<file path="config.mk">
export PLATFORM = sky130hd
export DESIGN_NAME = space_run_entab_flat
export DESIGN_NICKNAME = d
export VERILOG_FILES = /design/src/rtl/sre_pkg.sv /design/src/rtl/sre_in_if.sv /design/src/rtl/sre_out_if.sv /design/src/rtl/space_run_entab.sv /design/src/rtl/sre_front.sv /design/src/rtl/sre_queue.sv /design/src/rtl/sre_back.sv /design/src/flat_wrapper.sv
export SDC_FILE = /design/constraint.sdc
export NUM_CORES = 1
export LEC_CHECK = 0
export BUFFER_PORTS_ARGS = -buffer_cell sky130_fd_sc_hd__buf_2
export CAP_MARGIN = 20
export CORE_MARGIN = 4
export CORE_UTILIZATION = 55
export DETAILED_ROUTE_END_ITERATION = 16
export PLACE_DENSITY = 0.83
export SYNTH_ARGS = -nofsm -noshare
export SYNTH_HDL_FRONTEND = slang
export SYNTH_SLANG_ARGS = --single-unit
</file>
<file path="constraint.sdc">
create_clock -name clk -period 5.1 [get_ports clk]
set_clock_uncertainty 0.15 [all_clocks]
set_input_delay 1.02 -clock clk [delete_from_list [all_inputs] [get_ports clk]]
set_output_delay 1.02 -clock clk [all_outputs]
set_load 0.05 [all_outputs]
</file>
<file path="src/rtl/sre_pkg.sv">
// ----------------------------------------------------------------------------
// sre_pkg
// Shared types and constants of the space run entab block.
// ----------------------------------------------------------------------------
package sre_pkg;

	localparam logic [7:0] CH_SPACE   = 8'd32;
	localparam logic [7:0] CH_TAB     = 8'd9;
	localparam logic [7:0] CH_NEWLINE = 8'd10;

	localparam logic [5:0]  TAB_SIZE_RESET = 6'd8;
	localparam logic [5:0]  TAB_SIZE_MIN   = 6'd4;
	localparam logic [5:0]  TAB_SIZE_MAX   = 6'd32;
	localparam logic [15:0] TAB_COUNT_MAX  = 16'hFFFF;

	// fixed-width part of a queued command; column fields travel beside it
	typedef struct packed {
		logic [7:0] ch;
		logic       pending;
		logic       ovf;
		logic [5:0] ts;
	} sre_head_t;

endpackage

</file>
<file path="src/rtl/sre_in_if.sv">
// ----------------------------------------------------------------------------
// sre_in_if
// Character input channel: valid/ready handshake with one byte payload.
// ----------------------------------------------------------------------------
interface sre_in_if;
	logic       valid;
	logic       ready;
	logic [7:0] in_char;

	modport source (output valid, output in_char, input ready);
	modport sink (input valid, input in_char, output ready);
endinterface

</file>
<file path="src/rtl/sre_out_if.sv">
// ----------------------------------------------------------------------------
// sre_out_if
// Result channel: valid/ready handshake with output byte and status fields.
// ----------------------------------------------------------------------------
interface sre_out_if;
	logic        valid;
	logic        ready;
	logic [7:0]  out_char;
	logic        last_of_run;
	logic [15:0] tabs_made;
	logic        column_overflow;

	modport source (output valid, output out_char, output last_of_run,
		output tabs_made, output column_overflow, input ready);
	modport sink (input valid, input out_char, input last_of_run,
		input tabs_made, input column_overflow, output ready);
endinterface

</file>
<file path="src/rtl/space_run_entab.sv">
// ----------------------------------------------------------------------------
// space_run_entab
// Converts runs of spaces in a character stream into tabs and spaces.
//
//   port      dir  transfer payload
//   chars     in   in_char
//   results   out  out_char, last_of_run, tabs_made, column_overflow
//   cfg_*     in   tab_size write, no handshake
//
// the front takes one character per cycle while the command queue has room;
// spaces only update front state and are not queued
// the back pops a command only while idle and finishes it before the next;
// a run of one space goes straight to its space, a longer run first takes
// remainder steps one bit at a time, then emits tabs, spaces and the char
// reset clears all control state and sets the tab size to 8
// a stalled result channel fills the queue and then holds off chars.ready
// ----------------------------------------------------------------------------
module space_run_entab #(
	parameter int LINE_COLUMNS = 128
) (
	input  logic       clk,
	input  logic       arst_n,
	input  logic       cfg_we,
	input  logic [5:0] cfg_wdata,
	sre_in_if.sink     chars,
	sre_out_if.source  results
);
	import sre_pkg::*;

	localparam int CW = $clog2(LINE_COLUMNS);
	localparam int HW = $bits(sre_head_t);
	localparam int QW = HW + 2 * CW;

	logic          q_push;
	logic          q_pop;
	logic          q_full;
	logic          q_empty;
	sre_head_t     f_head;
	logic [CW-1:0] f_run_start;
	logic [CW-1:0] f_column;
	logic [QW-1:0] q_rd_data;
	sre_head_t     b_head;
	logic [CW-1:0] b_run_start;
	logic [CW-1:0] b_column;

	assign {b_head, b_run_start, b_column} = q_rd_data;

	sre_front #(
		.LINE_COLUMNS(LINE_COLUMNS),
		.CW(CW)
	) u_front (
		.clk(clk),
		.arst_n(arst_n),
		.cfg_we(cfg_we),
		.cfg_wdata(cfg_wdata),
		.chars(chars),
		.q_full(q_full),
		.q_push(q_push),
		.q_head(f_head),
		.q_run_start(f_run_start),
		.q_column(f_column)
	);

	sre_queue #(
		.DATA_W(QW),
		.DEPTH(4)
	) u_queue (
		.clk(clk),
		.arst_n(arst_n),
		.push(q_push),
		.push_data({f_head, f_run_start, f_column}),
		.full(q_full),
		.pop(q_pop),
		.pop_data(q_rd_data),
		.empty(q_empty)
	);

	sre_back #(
		.LINE_COLUMNS(LINE_COLUMNS),
		.CW(CW)
	) u_back (
		.clk(clk),
		.arst_n(arst_n),
		.q_empty(q_empty),
		.q_pop(q_pop),
		.q_head(b_head),
		.q_run_start(b_run_start),
		.q_column(b_column),
		.results(results)
	);

endmodule

</file>
<file path="src/rtl/sre_front.sv">
// ----------------------------------------------------------------------------
// sre_front
// Accepts characters, tracks column and pending space run, queues commands.
// ----------------------------------------------------------------------------
module sre_front #(
	parameter int LINE_COLUMNS = 128,
	parameter int CW = $clog2(LINE_COLUMNS)
) (
	input  logic                clk,
	input  logic                arst_n,
	input  logic                cfg_we,
	input  logic [5:0]          cfg_wdata,
	sre_in_if.sink              chars,
	input  logic                q_full,
	output logic                q_push,
	output sre_pkg::sre_head_t  q_head,
	output logic [CW-1:0]       q_run_start,
	output logic [CW-1:0]       q_column
);
	import sre_pkg::*;

	localparam logic [CW-1:0] MAX_COL = CW'(LINE_COLUMNS - 1);

	logic [5:0]    tab_size_q;
	logic [5:0]    eff_ts;
	logic [CW-1:0] column_q;
	logic [CW-1:0] run_start_q;
	logic          pending_q;
	logic          ovf_q;
	logic          accept;
	logic          is_space;
	logic          is_nl;
	logic          at_bound;
	logic          ovf_new;

	assign chars.ready = !q_full;
	assign accept      = chars.valid && chars.ready;
	assign is_space    = (chars.in_char == CH_SPACE);
	assign is_nl       = (chars.in_char == CH_NEWLINE);
	assign at_bound    = (column_q >= MAX_COL);
	assign ovf_new     = is_nl ? ovf_q : (ovf_q | at_bound);

	always_comb begin
		if (tab_size_q < TAB_SIZE_MIN) begin
			eff_ts = TAB_SIZE_MIN;
		end else if (tab_size_q > TAB_SIZE_MAX) begin
			eff_ts = TAB_SIZE_MAX;
		end else begin
			eff_ts = tab_size_q;
		end
	end

	assign q_push         = accept && !is_space;
	assign q_head.ch      = chars.in_char;
	assign q_head.pending = pending_q;
	assign q_head.ovf     = ovf_new;
	assign q_head.ts      = eff_ts;
	assign q_run_start    = run_start_q;
	assign q_column       = column_q;

	always_ff @(posedge clk or negedge arst_n) begin
		if (!arst_n) begin
			tab_size_q  <= TAB_SIZE_RESET;
			column_q    <= '0;
			run_start_q <= '0;
			pending_q   <= 1'b0;
			ovf_q       <= 1'b0;
		end else begin
			if (cfg_we) begin
				tab_size_q <= cfg_wdata;
			end
			if (accept) begin
				if (is_space) begin
					if (!at_bound) begin
						if (!pending_q) begin
							run_start_q <= column_q;
							pending_q   <= 1'b1;
						end
						column_q <= column_q + 1'b1;
					end else begin
						ovf_q <= 1'b1;
					end
				end else begin
					pending_q <= 1'b0;
					if (is_nl) begin
						column_q <= '0;
						ovf_q    <= 1'b0;
					end else begin
						ovf_q <= ovf_new;
						if (!at_bound) begin
							column_q <= column_q + 1'b1;
						end
					end
				end
			end
		end
	end

endmodule

</file>
<file path="src/rtl/sre_queue.sv">
// ----------------------------------------------------------------------------
// sre_queue
// Small command queue between the front and the back.
// ----------------------------------------------------------------------------
module sre_queue #(
	parameter int DATA_W = 32,
	parameter int DEPTH = 4
) (
	input  logic              clk,
	input  logic              arst_n,
	input  logic              push,
	input  logic [DATA_W-1:0] push_data,
	output logic              full,
	input  logic              pop,
	output logic [DATA_W-1:0] pop_data,
	output logic              empty
);
	localparam int AW = (DEPTH > 1) ? $clog2(DEPTH) : 1;

	logic [DATA_W-1:0] mem_q [DEPTH];
	logic [AW-1:0]     wr_ptr_q;
	logic [AW-1:0]     rd_ptr_q;
	logic [AW:0]       count_q;
	logic              do_push;
	logic              do_pop;

	assign full     = (count_q == (AW+1)'(DEPTH));
	assign empty    = (count_q == '0);
	assign do_push  = push && !full;
	assign do_pop   = pop && !empty;
	assign pop_data = mem_q[rd_ptr_q];

	always_ff @(posedge clk) begin
		if (do_push) begin
			mem_q[wr_ptr_q] <= push_data;
		end
	end

	always_ff @(posedge clk or negedge arst_n) begin
		if (!arst_n) begin
			wr_ptr_q <= '0;
			rd_ptr_q <= '0;
			count_q  <= '0;
		end else begin
			if (do_push) begin
				wr_ptr_q <= (wr_ptr_q == AW'(DEPTH - 1)) ? '0 : wr_ptr_q + 1'b1;
			end
			if (do_pop) begin
				rd_ptr_q <= (rd_ptr_q == AW'(DEPTH - 1)) ? '0 : rd_ptr_q + 1'b1;
			end
			if (do_push && !do_pop) begin
				count_q <= count_q + 1'b1;
			end else if (do_pop && !do_push) begin
				count_q <= count_q - 1'b1;
			end
		end
	end

endmodule

</file>
<file path="src/rtl/sre_back.sv">
// ----------------------------------------------------------------------------
// sre_back
// Expands queued commands into tabs, spaces and the passed character.
// ----------------------------------------------------------------------------
module sre_back #(
	parameter int LINE_COLUMNS = 128,
	parameter int CW = $clog2(LINE_COLUMNS)
) (
	input  logic                clk,
	input  logic                arst_n,
	input  logic                q_empty,
	output logic                q_pop,
	input  sre_pkg::sre_head_t  q_head,
	input  logic [CW-1:0]       q_run_start,
	input  logic [CW-1:0]       q_column,
	sre_out_if.source           results
);
	import sre_pkg::*;

	localparam int SW = CW + 1;
	localparam int BW = $clog2(CW);

	typedef enum logic [2:0] {
		B_IDLE,
		B_DIV,
		B_TAB,
		B_SPC,
		B_CHR
	} state_t;

	state_t        state_q;
	logic [7:0]    ch_q;
	logic          ovf_q;
	logic [5:0]    ts_q;
	logic [CW-1:0] col_q;
	logic [CW-1:0] sp_q;
	logic [SW-1:0] stop_q;
	logic [5:0]    rem_q;
	logic [BW-1:0] bit_q;
	logic [15:0]   tab_total_q;
	logic          out_v_q;
	logic [7:0]    out_char_q;
	logic          out_last_q;
	logic [15:0]   out_tabs_q;
	logic          out_ovf_q;

	logic          slot;
	logic          emit;
	logic [7:0]    e_char;
	logic          e_last;
	logic [15:0]   e_tabs;
	logic [15:0]   tab_inc;
	logic [6:0]    rem_try;
	logic [5:0]    rem_nxt;
	logic          tab_due;
	logic          spc_due;

	assign slot    = !out_v_q || results.ready;
	assign tab_inc = (tab_total_q == TAB_COUNT_MAX) ? tab_total_q : tab_total_q + 1'b1;
	assign tab_due = (stop_q <= {1'b0, col_q});
	assign spc_due = (sp_q < col_q);
	assign q_pop   = (state_q == B_IDLE) && !q_empty;

	// one bit of restoring remainder per cycle
	assign rem_try = {rem_q, sp_q[bit_q]};
	assign rem_nxt = (rem_try >= {1'b0, ts_q}) ? 6'(rem_try - {1'b0, ts_q}) : rem_try[5:0];

	always_comb begin
		emit   = 1'b0;
		e_char = ch_q;
		e_last = 1'b0;
		e_tabs = tab_total_q;
		unique case (state_q)
			B_TAB: begin
				if (slot && tab_due) begin
					emit   = 1'b1;
					e_char = CH_TAB;
					e_tabs = tab_inc;
				end
			end
			B_SPC: begin
				if (slot && spc_due) begin
					emit   = 1'b1;
					e_char = CH_SPACE;
				end
			end
			B_CHR: begin
				if (slot) begin
					emit   = 1'b1;
					e_last = 1'b1;
				end
			end
			default: begin
				emit = 1'b0;
			end
		endcase
	end

	assign results.valid           = out_v_q;
	assign results.out_char        = out_char_q;
	assign results.last_of_run     = out_last_q;
	assign results.tabs_made       = out_tabs_q;
	assign results.column_overflow = out_ovf_q;

	always_ff @(posedge clk or negedge arst_n) begin
		if (!arst_n) begin
			state_q     <= B_IDLE;
			ch_q        <= '0;
			ovf_q       <= 1'b0;
			ts_q        <= TAB_SIZE_RESET;
			col_q       <= '0;
			sp_q        <= '0;
			stop_q      <= '0;
			rem_q       <= '0;
			bit_q       <= '0;
			tab_total_q <= '0;
			out_v_q     <= 1'b0;
			out_char_q  <= '0;
			out_last_q  <= 1'b0;
			out_tabs_q  <= '0;
			out_ovf_q   <= 1'b0;
		end else begin
			if (emit) begin
				out_v_q    <= 1'b1;
				out_char_q <= e_char;
				out_last_q <= e_last;
				out_tabs_q <= e_tabs;
				out_ovf_q  <= ovf_q;
			end else if (results.ready) begin
				out_v_q <= 1'b0;
			end

			unique case (state_q)
				B_IDLE: begin
					if (!q_empty) begin
						ch_q  <= q_head.ch;
						ovf_q <= q_head.ovf;
						ts_q  <= q_head.ts;
						col_q <= q_column;
						sp_q  <= q_run_start;
						if (!q_head.pending) begin
							state_q <= B_CHR;
						end else if ({1'b0, q_run_start} + 1'b1 == {1'b0, q_column}) begin
							state_q <= B_SPC;
						end else begin
							rem_q   <= '0;
							bit_q   <= BW'(CW - 1);
							state_q <= B_DIV;
						end
					end
				end
				B_DIV: begin
					rem_q <= rem_nxt;
					if (bit_q == '0) begin
						stop_q  <= SW'(sp_q) + SW'(ts_q - rem_nxt);
						state_q <= B_TAB;
					end else begin
						bit_q <= bit_q - 1'b1;
					end
				end
				B_TAB: begin
					if (tab_due) begin
						if (slot) begin
							tab_total_q <= tab_inc;
							sp_q        <= stop_q[CW-1:0];
							stop_q      <= stop_q + SW'(ts_q);
						end
					end else begin
						state_q <= B_SPC;
					end
				end
				B_SPC: begin
					if (spc_due) begin
						if (slot) begin
							sp_q <= sp_q + 1'b1;
						end
					end else begin
						state_q <= B_CHR;
					end
				end
				B_CHR: begin
					if (slot) begin
						state_q <= B_IDLE;
					end
				end
				default: begin
					state_q <= B_IDLE;
				end
			endcase
		end
	end

endmodule
</file>
<file path="src/flat_wrapper.sv">
// flat-port wrapper written by rule: the top's interface ports become plain ports
module space_run_entab_flat import sre_pkg::*;
#(
	parameter int LINE_COLUMNS = 128
)
  (clk, arst_n, cfg_we, cfg_wdata, chars_valid, chars_in_char, chars_ready, results_valid, results_out_char, results_last_of_run, results_tabs_made, results_column_overflow, results_ready);
  sre_in_if chars_i ();
  sre_out_if results_i ();
  input  logic clk;
  input  logic arst_n;
  input  logic cfg_we;
  input  logic [5:0] cfg_wdata;
  input wire logic [$bits(chars_i.valid)-1:0] chars_valid;
  input wire logic [$bits(chars_i.in_char)-1:0] chars_in_char;
  output wire logic [$bits(chars_i.ready)-1:0] chars_ready;
  output wire logic [$bits(results_i.valid)-1:0] results_valid;
  output wire logic [$bits(results_i.out_char)-1:0] results_out_char;
  output wire logic [$bits(results_i.last_of_run)-1:0] results_last_of_run;
  output wire logic [$bits(results_i.tabs_made)-1:0] results_tabs_made;
  output wire logic [$bits(results_i.column_overflow)-1:0] results_column_overflow;
  input wire logic [$bits(results_i.ready)-1:0] results_ready;
  assign chars_i.valid = chars_valid;
  assign chars_i.in_char = chars_in_char;
  assign chars_ready = chars_i.ready;
  assign results_valid = results_i.valid;
  assign results_out_char = results_i.out_char;
  assign results_last_of_run = results_i.last_of_run;
  assign results_tabs_made = results_i.tabs_made;
  assign results_column_overflow = results_i.column_overflow;
  assign results_i.ready = results_ready;
  space_run_entab #(.LINE_COLUMNS(LINE_COLUMNS)) u_core (.clk(clk), .arst_n(arst_n), .cfg_we(cfg_we), .cfg_wdata(cfg_wdata), .chars(chars_i), .results(results_i));
endmodule
</file>
* Word level (Yosys, flattened, before mapping)
Memories as Yosys holds them, arrays and structs flattened. Index checks and enable logic that the tools add are counted.
Cells by class: equality and inequality tests 25, order comparisons 7, reduce and logical (&&, ||, !) cells 34, add/sub/neg operators 13, mux-type cells 60, bitwise gates (word level) 4
Operators with widths (number):
- $mux 7 | 8
- $mux 16 | 3
- $mux 8 | 5
- $mux 3 | 12
- $mux 6 | 6
- $pmux 8 s2 | 2
- $ne 2x2->1 const B | 12
- $pmux 7 s3 | 1
- $add 16x1->16 const B | 1
- $eq 16x16->1 const B | 1
- $mux 1 | 15
- $pmux 3 s5 | 1
- $add 7x1->7 const B | 2
- $pmux 6 s2 | 1
- $reduce_and 4->1 | 3
- $reduce_and 5->1 | 2
- $logic_and 1x1->1 | 9
- $logic_not 3->1 | 3
- $add 7x1->8 const B | 1
- $add 7x8->8 | 1
- $add 8x6->8 | 1
- $eq 8x4->1 const B | 1
- $eq 8x6->1 const B | 1
- $eq 8x7->1 | 1
- 30 further kinds | 50
Word-level totals: word-level logic and storage cells 167, memory bits (writable) 120, memories kept 1, output and inout bits 28, register bits after elaboration 121
Memory list:
- u_core.u_queue.mem_q | words 4, bits a word 30, rd ports 1, clocked after memory_dff 0, wr ports 1, RTL line sre_queue.sv:20 | logic [DATA_W-1:0] mem_q [DEPTH];

* Logic depth before layout (Yosys ltp)
Gate-level depths: netlist of run 1.
depth after elaboration 9, depth in mapped cells 25, gate-level depth less buffers 24

* Modules after synthesis
Synthesis of run 1 repeated with hierarchy kept, for this count alone.
Second synthesis, totals: cells, all modules 966, area, all modules 12006.5 µm²
Modules (own cells, without submodules):
- sre_back | cells an instance 665, times used 1, area each 6047.0 µm²
- sre_queue | cells an instance 194, times used 1, area each 4795.8 µm²
- sre_front | cells an instance 107, times used 1, area each 1163.6 µm²

* Worst setup path after synthesis of run 1
OpenSTA, ideal clock, no wires.
kind reg2reg, start point register u_core.u_back.bit_q[2], end point register u_core.u_back.stop_q[6], path buffers 1, library setup time 0.121 ns, setup slack 0.051 ns, cell stages (with the launch flop) 24, data arrival time 4.778 ns, cells stage by stage dfrtp_1 -> clkbuf_1 -> mux4_2 -> o21ai_0 -> ha_1 -> nor2b_1 -> o21ai_0 -> a21boi_0 -> o21ai_0 -> a21boi_0 -> nor2_1 -> mux2i_1 -> inv_1 -> fa_1 -> inv_1 -> fa_1 -> a21oi_1 -> nor2_1 -> nor2_1 -> o21bai_1 -> a21oi_1 -> xnor2_1 -> o22a_1 -> o22a_1
On the way: longest elaborated chain between the ends 8
Ends and longest elaborated chain:
- start: declaration | RTL line sre_back.sv:39 | logic [BW-1:0] bit_q;
- start signal: assignment | RTL line sre_back.sv:147 | bit_q <= BW'(CW - 1);
- start signal: assignment | RTL line sre_back.sv:158 | bit_q <= bit_q - 1'b1;
- $bmux 1 s3 | RTL line sre_back.sv:65 | assign rem_try = {rem_q, sp_q[bit_q]};
- $mux 1 (not written as such) | RTL line sre_back.sv:65
- $sub 6x6->6 / $ge 7x6->1 (equally long branches) | RTL line sre_back.sv:66 | assign rem_nxt = (rem_try >= {1'b0, ts_q}) ? 6'(rem_try - {1'b0, ts_q}) : rem_try[5:0];
- $mux 6 | RTL line sre_back.sv:66
- $sub 6x6->7 | RTL line sre_back.sv:155 | stop_q <= SW'(sp_q) + SW'(ts_q - rem_nxt);
- $add 7x8->8 | RTL line sre_back.sv:155
- $mux 8 | RTL line sre_back.sv:154 | if (bit_q == '0) begin
- $pmux 8 s2 | RTL line sre_back.sv:133 | unique case (state_q)
- end signal: assignment | RTL line sre_back.sv:155
- end signal: assignment | RTL line sre_back.sv:166 | stop_q <= stop_q + SW'(ts_q);
- end: declaration | RTL line sre_back.sv:37 | logic [SW-1:0] stop_q;
Several ways; a longest one is shown, not always the timed one. The select of a mux whose other input is x is not followed. A chain may end at the register's enable or synchronous reset.

* Worst setup path in the final report of run 1
start point register u_core.u_back.bit_q[2], end point register u_core.u_back.stop_q[7]
The elaborated chain is that of the path after synthesis.

==> reports/qor.yml, run 1 <==
job:
  max-cap-violations: 0
clock_network:
  clkSinkCount: 241
  cts-root-to-sink-buffers: 3
  cts.htree.levels: 1
  clock_insertion_delay_worst_skew_ns: 0.53
  cts_root_buffer: "clkbuf_16"
  tritoncts: "built"
  numCtsBuffers: 24
  cts_setup_buffers: 0
  post_cts_hold_buffer_count: 0
  cts.reportedPaths.clkPinSlew_ns: 0.06
global_route:
  grt_start_max_net_pins: 48
  initial_antenna_violation_count: 0
  grt-ovfl-total: 0
  globalRouteTotalUtil_pct: 20.1
  grt_pass1_vias: 7279
  grt_pass1_wl_um: 38200
placed_design:
  placement.cell_area_um2: 12000
  place_congestion: 0.867
  numPortBuffers: 46
  post_detailed_placement_half_perimeter_wirelength_um: 15500
hold_path:
  timing.hold.worst_path_depth: 1
  min_from: "u_core.u_back.tab_total_q[8]"
  hold_path.class: "reg -> reg"
detailed_routing:
  first_iter_violations: 506
  drt_pass_1_iters: 6
  post_drt_via_cell_ratio: 5.85
  routedWlPerCell_um: 19.3
  via_count: 6970
  drt.antenna.violating_nets: 0
  post-route-drc-count: 0
  finalWirelength_um: 23000
critical_path:
  crit_path_cell_trace: "mux4_2, o21ai_2, ha_1, nor2b_1, o21ai_1, a21boi_0, o21ai_1, a21boi_1, nor2_2, mux2i_2, inv_1, fa_1, inv_1, ha_1, a21o_1, a21oi_2, o21bai_1, a21oi_2, o21bai_1, a21oi_1, xor2_1, a31oi_1"
  timing.critical_path.from: "u_core.u_back.bit_q[2]"
  timing.critical_path.slowest_cell_delay_ns: 0.51
  r2r.worst_path.cells: 22
  required_ns: 5.32
  cp_slowest_cell: "mux4_2"
  cp_num_cells: 22
  path_buf_inv: 2
  cpLargestDelayFamily: "compound AO/OA/AOI/OAI gates"
  worstPathArrival_ns: 5.02
  critical_path.startpoint_type: "flop"
  worstPathMaxFanout: 3
  worstReg2RegStart: "u_core.u_back.bit_q[2]"
  end_kind: "flop"
  crit_type: "reg -> reg"
layout:
  final_cell_mix: "edfxtp_1 (120), dfrtp_1 (118), nor2_1 (60), mux2_2 (60), ha_1 (51)"
  area_growth_syn_to_layout_pct: 12.2
  insertedDiodeCount: 0
  finish.net_count: 979
  drive_above_1_share_pct: 22.3
  final_common_cell: "edfxtp_1"
  design_area_um2: 12800
yosys:
  synthesis.instances: 839
  synth-async-reset-ratio_pct: 50.2
  synthesized_netlist_net_count: 914
  syn_avg_cell_area_um2: 13.6
  synth.distinct_cells: 62
  mappedNetlistArea_um2: 11400
  synth_seq_cells: 241
  yosysWarnings: 0
  synth_edf_count: 120
  register_area_share_after_synthesis_pct: 58.2
  synth_ff_type: "edfxtp_1"
sta:
  final.period_utilization_pct: 94.1
  finalHoldViolCount: 0
  min_tclk_post_route_ns: 4.80
  worst_margin_pin_slew_ns: 1.03
  slew-limit-headroom_pct: 31.0
  setup_total_negative_slack_ns: 0
  max_clock_freq_ghz: 0.208
  finalSetupViolations: 0
  drv_slew: 0
die:
  area_of_the_core_region_um2: 20300
  initial_core_utilization_pct: 56.1
  die_y_um: 152
  pin_count: 47
  floorplan.die.width_um: 152
  rows: 52
  die_area_um2: 23100
run_status:
  run_status: "complete, no violations"
kinds of logic after synthesis:
kind of cell | count (synthesis) | share of synthesized area, %
AOI/OAI and AO/OA | 127 | 7.23
xor gates and xnor gates | 46 | 3.54
adders and majority gates | 56 | 6.48
buffers and inverters | 73 | 2.77
DFF | 241 | 58.2
muxes | 104 | 13.4
and+or+nand+nor | 192 | 8.31
path summary, 6_finish.rpt:
path	slack, ns	end
min in group asynchronous	0.36	u_core.u_back.results.tabs_made[15]
setup reg to reg	0.30	u_core.u_back.stop_q[7]
setup / recovery	0.30	u_core.u_back.stop_q[7]
max in group asynchronous	3.41	u_core.u_queue.rd_ptr_q[0]
hold reg to reg	0.35	u_core.u_back.tab_total_q[8]
hold / removal	0.35	u_core.u_back.tab_total_q[8]
synthesized netlist by cell type, types with 16 or more instances:
cell | count | area, µm²
inv_1 | 43 | 161
clkbuf_1 | 20 | 75.1
dfrtp_1 | 119 | 2980
nor2_1 | 61 | 229
o21ai_0 | 25 | 125
xnor2_1 | 34 | 298
ha_1 | 51 | 638
mux4_2 | 25 | 563
nand3_1 | 16 | 80.1
a21oi_1 | 38 | 190
nand2_1 | 41 | 154
edfxtp_1 | 120 | 3600
mux2_2 | 60 | 676
cell type report:
cell class	count	area (µm²)
Fill cell	1468	7520
Sequential cell	241	6640
Multi-Input combinational cell	525	4460
Clock buffer	30	643
Timing Repair Buffer	69	403
Tap cell	270	338
Inverter	43	161
Clock inverter	14	138
through the flow:
| stage | hold slack [ns] | utilization, % | instances | setup slack (ns) |
|---|---|---|---|---|
| after detailed placement | 0.327 | 59.0 | 1147 | -0.0376 |
| final | 0.345 | 62.9 | 1192 | 0.301 |
| after global routing | 0.365 | 62.9 | 1192 | -0.0307 |
| after global placement | 0.311 | 59.0 | 1147 | 0.145 |
| after floorplan | 0.302 | - | 839 | 0.0511 |
| after CTS | 0.342 | 62.8 | 1191 | 0.0614 |
state kept, by name, summed over array words and instances (netlist names), 2 cells and up:
signal                           cells
u_core.u_queue.mem_q               120
u_core.u_back.results.tabs_made     16
u_core.u_back.tab_total_q           16
u_core.u_back.ch_q                   8
u_core.u_back.results.out_char       8
u_core.u_back.stop_q                 8
u_core.u_back.col_q                  7
u_core.u_back.sp_q                   7
u_core.u_front.q_column              7
u_core.u_front.q_run_start           7
u_core.u_back.rem_q                  6
u_core.u_back.ts_q                   6
u_core.u_front.tab_size_q            6
u_core.u_back.bit_q                  3
u_core.u_back.state_q                3
u_core.u_queue.count_q               3
u_core.u_queue.rd_ptr_q              2
u_core.u_queue.wr_ptr_q              2
timing repair:
action                                  4_1_cts  5_1_grt
gates resized for setup                       1        8
endpoints found under the setup margin        1        4
pin swaps                                     0        1
metal layers:
layer | GRT usage [%] | part of all wire (%) | up-vias | routed length [µm]
met1 | 27.3 | 42 | 3492 | 9750
li1 | - | - | 3231 | -
met3 | 3.13 | 5.5 | 46 | 1260
met4 | 5.91 | 2.2 | 0 | 515
met2 | 34.1 | 50 | 201 | 11500
met5 | 0 | 0 | - | 0
Power of run 1 is left out: the tool's default activity adds up to more than one toggle a clock period on the data nets, which glitch-free logic cannot reach.
==> run 2: changes to the inputs <==
--- a/config.mk
+++ b/config.mk
@@ -11,6 +11,8 @@
 export CORE_UTILIZATION = 55
 export DETAILED_ROUTE_END_ITERATION = 16
 export PLACE_DENSITY = 0.83
+export SKIP_LAST_GASP = 1
 export SYNTH_ARGS = -nofsm -noshare
 export SYNTH_HDL_FRONTEND = slang
+export SYNTH_HIERARCHICAL = 1
 export SYNTH_SLANG_ARGS = --single-unit
==> constraint.sdc (replaced) <==
create_clock -name clk -period 5.1 [get_ports clk]
set_clock_uncertainty 0.15 [all_clocks]
set_input_delay 1.02 -clock clk [delete_from_list [all_inputs] [get_ports clk]]
set_output_delay 1.02 -clock clk [all_outputs]
set_load 0.005 [all_outputs]
==> reports/qor.yml, run 2 <==
run_status:
  run_status: "complete, no violations"
critical_path:
  worstPathMaxFanout: 6  # +3
  worstPathArrival_ns: 5.06  # +0.04 ns
  reg2reg_slack_ns: 0.30  # about the same
  critical_path.startpoint_type: "flop"
  r2r.worst_path.cells: 21  # -4.5%
  cp_slowest_cell: "mux4_2"
  required_ns: 5.36  # +0.04 ns
  path_buf_inv: 1  # -1
  worstReg2RegStart: "u_core/u_back/bit_q[0]"
  crit_type: "reg -> reg"
  crit_path_cell_trace: "mux4_2, o21ai_2, ha_1, nor2b_1, o31a_1, o31a_1, nor2_2, buf_4, mux2i_1, ha_1, o21ai_0, nand2b_1, a21o_1, a21oi_1, xnor2_1, ha_1, a21oi_1, nor2_1, nor2_1, o2111ai_1, a32o_1"
  end_kind: "flop"
  worstReg2RegEnd: "u_core/u_back/stop_q[6]"
  timing.critical_path.slowest_cell_delay_ns: 0.52  # about the same
  cpLargestDelayFamily: "compound AO/OA/AOI/OAI gates"
  critical_path.most_common_cell: "ha_1"
clock_network:
  cts_setup_buffers: 0  # unchanged
  cts-root-to-sink-buffers: 3  # unchanged
  numCtsBuffers: 24  # unchanged
  post_cts_hold_buffer_count: 0  # unchanged
  clkSinkCount: 241  # unchanged
  cts_root_buffer: "clkbuf_16"
  clock_insertion_delay_worst_skew_ns: 0.53  # about the same
  tritoncts: "built"
  cts.reportedPaths.clkPinSlew_ns: 0.06  # about the same
  cts.htree.levels: 1  # unchanged
layout:
  area_growth_syn_to_layout_pct: 10.2
  layout_fillers: 1547  # +5.4%
  area.sequential_um2: 6640  # about the same
  finish.net_count: 1084  # +11%
  layoutNonFillerInstCount: 1301  # +9.1%
  largest_register_ff_count: 120  # unchanged
  final_common_cell: "edfxtp_1"
  max_flop_register: "u_core/u_queue/mem_q"
  design_area_um2: 13200  # +3.5%
  multi_input_comb_area_um2: 4960  # +11%
  drive_above_1_share_pct: 19.3  # -3.0 points
  insertedDiodeCount: 0  # unchanged
  final_cell_mix: "edfxtp_1 (120), dfrtp_1 (117), nand2_1 (99)"
sta:
  drv_slew: 0  # unchanged
  worst_margin_pin_slew_ns: 0.847  # -0.185 ns
  slew-limit-headroom_pct: 43.5  # +12 points
  min_tclk_post_route_ns: 4.80  # -0.00168 ns
  finalHoldViolCount: 0  # unchanged
  max_clock_freq_ghz: 0.208  # about the same
  setup_slack_ns: 0.303  # +0.00168 ns
  setup_total_negative_slack_ns: 0  # unchanged
  final.period_utilization_pct: 94.1  # about the same
  finalSetupViolations: 0  # unchanged
placed_design:
  dpl.cell_count: 1258  # +9.7%
  placement.cell_area_um2: 12400  # +4.0%
  post_detailed_placement_half_perimeter_wirelength_um: 17200  # +11%
  place_worst_setup_slack_ns: 0.0395  # +0.0770 ns
  numPortBuffers: 46  # unchanged
  place_congestion: 0.895  # +3.2%
detailed_routing:
  post_drt_via_cell_ratio: 6.14  # +4.9%
  drt.antenna.violating_nets: 0  # unchanged
  first_iter_violations: 696  # +38%
  via_count: 7983  # +15%
  post-route-drc-count: 0  # unchanged
  drt_pass_1_iters: 5  # -1
  finalWirelength_um: 25600  # +11%
  routedWlPerCell_um: 19.7  # +2.0%
die:
  die_y_um: 156  # +2.5%
  pin_count: 47  # unchanged
  floorplan.die.width_um: 156  # +2.5%
  die_area_um2: 24300  # +5.1%
  initial_core_utilization_pct: 56.6  # +0.46 points
  area_of_the_core_region_um2: 21200  # +4.5%
  rows: 53  # +1.9%
yosys:
  synth-async-reset-ratio_pct: 50.2  # unchanged
  register_area_share_after_synthesis_pct: 55.3  # -3.0 points
  synth_edf_count: 120  # unchanged
  synth_ff_type: "edfxtp_1"
  synth.largest_area_cell: "edfxtp_1"
  mappedNetlistArea_um2: 12000  # +5.4%
  syn_avg_cell_area_um2: 12.4  # -8.5%
  post_synth_main_area_contributors: "edfxtp_1 (30%), dfrtp_1 (25%), mux4_2 (5.8%), ha_1 (5.3%), nand2_1 (3.1%)"
  synthesis.instances: 966  # +15%
  ys_top_cells_by_count: "edfxtp_1 (120), dfrtp_1 (119), nand2_1 (99), o21ai_0 (57), ha_1 (51)"
  synthMostInstantiatedCell: "edfxtp_1"
  yosysWarnings: 6  # +6
  yosys.area.top_type_share_pct: 30.0  # -1.6 points
  synthesized_netlist_net_count: 1041  # +14%
  synth_seq_cells: 241  # unchanged
  synth.distinct_cells: 79  # +27%
global_route:
  grt_pass1_wl_um: 41600  # +8.8%
  globalRoute.busiestLayer: "met2"
  grt_pass1_vias: 8042  # +10%
  grt_start_max_net_pins: 54  # +13%
  grtUsageMet3_pct: 3.16  # +0.034 points
  initial_antenna_violation_count: 0  # unchanged
  grt-ovfl-total: 0  # unchanged
  use_met2_pct: 36.3  # +2.2 points
  fraction_of_met1_tracks_used_by_global_routing_pct: 29.0  # +1.7 points
  globalRouteTotalUtil_pct: 21.3  # +1.1 points
job:
  max-cap-violations: 0  # unchanged
hold_path:
  hold_path.class: "in -> async"
==> run 2: worst max-delay path by stage <==
stage	from	endpoint	slack (ns)	depth (start not counted)
after floorplan	u_core/u_back/bit_q[0]	u_core/u_back/stop_q[6]	0.34	21
after global placement	u_core/u_back/bit_q[0]	u_core/u_back/stop_q[6]	0.19	21
after detailed placement	u_core/u_back/bit_q[0]	u_core/u_back/stop_q[6]	0.04	21
after CTS	u_core/u_back/bit_q[0]	u_core/u_back/stop_q[6]	0.01	21
after global routing	u_core/u_back/bit_q[0]	u_core/u_back/stop_q[7]	-0.03	19
final	u_core/u_back/bit_q[0]	u_core/u_back/stop_q[6]	0.30	21
==> run 2: logic make-up (layout without fill, tap and decap cells) <==
kind of cell,count (synthesis),after routing,share of synthesized area [%]
AO/OA/AOI/OAI,197,197,10.7
adder cells (fa/ha/maj),56,56,6.15
multiplexers,81,81,10.7
XOR/XNOR,21,21,1.53
flip-flops,241,241,55.3
buffers and inverters,87,147,3.65
AND/OR/NAND/NOR,283,283,12.0
==> run 2: worst register-to-register path: stages (launching register included) <==
cell and delay [ns]:
dfrtp_2 0.42, mux4_2 0.52, o21ai_2 0.18, ha_1 0.21
nor2b_1 0.06, o31a_1 0.26, o31a_1 0.27, nor2_2 0.15
buf_4 0.17, mux2i_1 0.25, ha_1 0.30, o21ai_0 0.09
nand2b_1 0.11, a21o_1 0.18, a21oi_1 0.16, xnor2_1 0.18
ha_1 0.31, a21oi_1 0.17, nor2_1 0.06, nor2_1 0.09
o2111ai_1 0.12, a32o_1 0.27
==> run 2: area by class of cell <==
| type | instances | area share (%) |
|---|---|---|
| clock inverter | 16 | 0.984 |
| timing repair buffer | 68 | 3.01 |
| clock buffer | 27 | 4.70 |
| sequential | 241 | 50.2 |
| tap | 275 | 2.60 |
| inverter | 36 | 1.02 |
| multi-input combinational | 638 | 37.5 |
==> run 2: repair_timing <==
item,in CTS,in global routing
resized for setup,0,8
endpoints found under the hold margin,0,0
endpoints found under the setup margin,0,3
==> run 2: metrics by stage <==
step	hold slack [ns]	utilization, %
after floorplan	0.288	-
after global placement	0.308	58.7
after detailed placement	0.310	58.7
after CTS	0.313	62.2
after global routing	0.328	62.3
final	0.304	62.3
==> run 2: per-layer routing <==
| metal | wire length [µm] | vias to the layer above |
|---|---|---|
| met1 | 10900 | 3989 |
| met3 | 1310 | 41 |
| met2 | 13000 | 278 |
| met4 | 383 | 0 |
| li1 | - | 3675 |
| met5 | 0 | - |
Power of run 2 is left out for the same reason.
==> run 3: changes to the inputs <==
--- a/config.mk
+++ b/config.mk
@@ -8,9 +8,9 @@
 export BUFFER_PORTS_ARGS = -buffer_cell sky130_fd_sc_hd__buf_2
 export CAP_MARGIN = 20
 export CORE_MARGIN = 4
-export CORE_UTILIZATION = 55
+export CORE_UTILIZATION = 35
 export DETAILED_ROUTE_END_ITERATION = 16
-export PLACE_DENSITY = 0.83
+export PLACE_DENSITY = 0.6
 export SKIP_LAST_GASP = 1
 export SYNTH_ARGS = -nofsm -noshare
 export SYNTH_HDL_FRONTEND = slang
==> reports/qor.yml, run 3 (synthesized netlist as in run 2, its figures left out) <==
run_status:
  run_status: "complete, no violations"
layout:
  final_common_cell: "edfxtp_1"
  layout_fillers: 3205  # +110%
  area_growth_syn_to_layout_pct: 12.6
  finish.net_count: 1089  # +0.46%
  insertedDiodeCount: 0  # unchanged
  final_cell_mix: "edfxtp_1 (120), dfrtp_1 (117), nand2_1 (99)"
  max_flop_register: "u_core/u_queue/mem_q"
  drive_above_1_share_pct: 18.8  # -0.46 points
  layoutNonFillerInstCount: 1483  # +14%
  largest_register_ff_count: 120  # unchanged
pwr:
  ir_worst_vdd_mv: 0.515
  power.total_w: 0.0103
  switching_share_pct: 40.6
  power_density_nw_per_um2: 765
  power.sequential.fraction_pct: 30.8
  power_switching_w: 0.00420
  cellInternalPower_w: 0.00614
  power.share.combinational_pct: 51.8
  clockPowerShare_pct: 17.4
  power.leakage_nw: 5.41
placed_design:
  place_congestion: 0.822  # -8.2%
  post_detailed_placement_half_perimeter_wirelength_um: 17600  # +2.3%
  dpl.cell_count: 1433  # +14%
  numPortBuffers: 46  # unchanged
detailed_routing:
  finalWirelength_um: 25700  # +0.31%
  routedWlPerCell_um: 17.3  # -12%
  first_iter_violations: 472  # -32%
  via_count: 7724  # -3.2%
  post-route-drc-count: 0  # unchanged
  drt.antenna.violating_nets: 0  # unchanged
  post_drt_via_cell_ratio: 5.21  # -15%
  drt_pass_1_iters: 5  # unchanged
sta:
  drv_slew: 0  # unchanged
  finalHoldViolCount: 0  # unchanged
  rsz0062_at_grt: "false"
  slew-limit-headroom_pct: 41.7  # -1.8 points
  setup_total_negative_slack_ns: 0  # unchanged
  worst_margin_pin_slew_ns: 0.868  # +0.0209 ns
  finalSetupViolations: 0  # unchanged
  max_clock_freq_ghz: 0.212  # +1.8%
  min_tclk_post_route_ns: 4.71  # -0.0861 ns
  final.period_utilization_pct: 92.4  # -1.7 points
die:
  floorplan.die.width_um: 193  # +24%
  pin_count: 47  # unchanged
  die_area_um2: 37300  # +54%
  rows: 67  # +26%
  area_of_the_core_region_um2: 33700  # +59%
  die_y_um: 193  # +24%
  initial_core_utilization_pct: 35.6  # -21 points
critical_path:
  worstReg2RegEnd: "u_core/u_back/stop_q[6]"
  worstPathArrival_ns: 5.01  # -0.05 ns
  r2r.worst_path.cells: 21  # unchanged
  required_ns: 5.39  # +0.03 ns
  end_kind: "flop"
  timing.critical_path.from: "u_core/u_back/bit_q[0]"
  crit_type: "reg -> reg"
  critical_path.startpoint_type: "flop"
  reg2reg_slack_ns: 0.39  # +0.09 ns
  worstReg2RegStart: "u_core/u_back/bit_q[0]"
  crit_end: "u_core/u_back/stop_q[6]"
  worstPathMaxFanout: 6  # unchanged
hold_path:
  hold_path.class: "reg -> reg"
  timing.hold.worst_path_depth: 2
  min_from: "u_core/u_back/ch_q[4]"
clock_network:
  clock_insertion_delay_worst_skew_ns: 0.55  # +0.02 ns
  cts.reportedPaths.clkPinSlew_ns: 0.06  # about the same
  tritoncts: "built"
  ctsResizeCount: 0  # unchanged
  numCtsBuffers: 27  # +13%
  clkSinkCount: 241  # unchanged
  cts_setup_buffers: 0  # unchanged
  post_cts_hold_buffer_count: 0  # unchanged
  cts.htree.levels: 1  # unchanged
  cts_root_buffer: "clkbuf_16"
  cts-root-to-sink-buffers: 3  # unchanged
global_route:
  grt_start_max_net_pins: 63  # +17%
  grt_pass1_vias: 7776  # -3.3%
  grt_pass1_wl_um: 42500  # +2.2%
  grt-ovfl-total: 0  # unchanged
  globalRouteTotalUtil_pct: 13.5  # -7.7 points
  initial_antenna_violation_count: 0  # unchanged
job:
  max-cap-violations: 0  # unchanged
-- run 3: final cells by class --
cell class | instances | area (µm²) | share of cell area, %
Tap cell | 448 | 561 | 4.15
Clock inverter | 15 | 110 | 0.815
Clock buffer | 35 | 706 | 5.22
Multi-Input combinational cell | 638 | 4940 | 36.6
Timing Repair Buffer | 70 | 425 | 3.15
Inverter | 36 | 135 | 1.00
Sequential cell | 241 | 6640 | 49.1
-- run 3: per-layer routing --
| metal | track usage [%] | part of all wire [%] | up-vias |
|---|---|---|---|
| met1 | 19.2 | 47 | 3830 |
| met5 | 0 | 0 | - |
| met4 | 3.30 | 2.0 | 0 |
| li1 | - | - | 3708 |
| met3 | 2.28 | 4.5 | 42 |
| met2 | 21.8 | 47 | 144 |
-- run 3: how the worst min path moves through the flow --
stage | endpoint | slack, ns
after floorplan | u_core/u_back/ch_q[1] | 0.29
after global placement | u_core/u_back/ch_q[4] | 0.30
after detailed placement | u_core/u_back/ch_q[2] | 0.31
after CTS | u_core/u_back/ch_q[2] | 0.32
after global routing | u_core/u_back/ch_q[4] | 0.34
final | u_core/u_back/ch_q[4] | 0.31
-- run 3: critical path, stage by stage (launching register included) --
cell and delay (ns):
dfrtp_2 0.42, mux4_2 0.52, o21ai_2 0.17, ha_1 0.19, nor2b_1 0.06, o31a_1 0.26
o31a_1 0.27, nor2_2 0.13, buf_4 0.16, mux2i_1 0.25, ha_1 0.29, o21ai_0 0.09
nand2b_1 0.10, a21o_1 0.19, a21oi_1 0.17, xnor2_1 0.18, ha_1 0.31, a21oi_1 0.16
nor2_1 0.06, nor2_1 0.11, o2111ai_1 0.12, a32o_1 0.27
-- run 3: per-stage QoR --
| stage | setup slack (ns) | utilization (%) | hold WS [ns] | instance area, µm² |
|---|---|---|---|---|
| 2_1_floorplan | 0.340 | - | 0.288 | 12000 |
| 3_3_place_gp | 0.165 | 37.7 | 0.303 | 12700 |
| 3_5_place_dp | 0.0839 | 37.7 | 0.306 | 12700 |
| 4_1_cts | 0.0996 | 40.1 | 0.322 | 13500 |
| 5_1_grt | 0.0415 | 40.1 | 0.344 | 13500 |
| 6_report | 0.389 | 40.1 | 0.315 | 13500 |
-- run 3: power groups by stage --
stage                     clock [W]  combinational [W]  sequential, W
final                       0.00180            0.00535        0.00318
after floorplan                   0            0.00420        0.00301
after global placement            0            0.00521        0.00320
after CTS                   0.00186            0.00537        0.00319
after global routing        0.00195            0.00607        0.00327
after detailed placement          0            0.00534        0.00322
No activity file was read; power rests on OpenSTA's default activity.
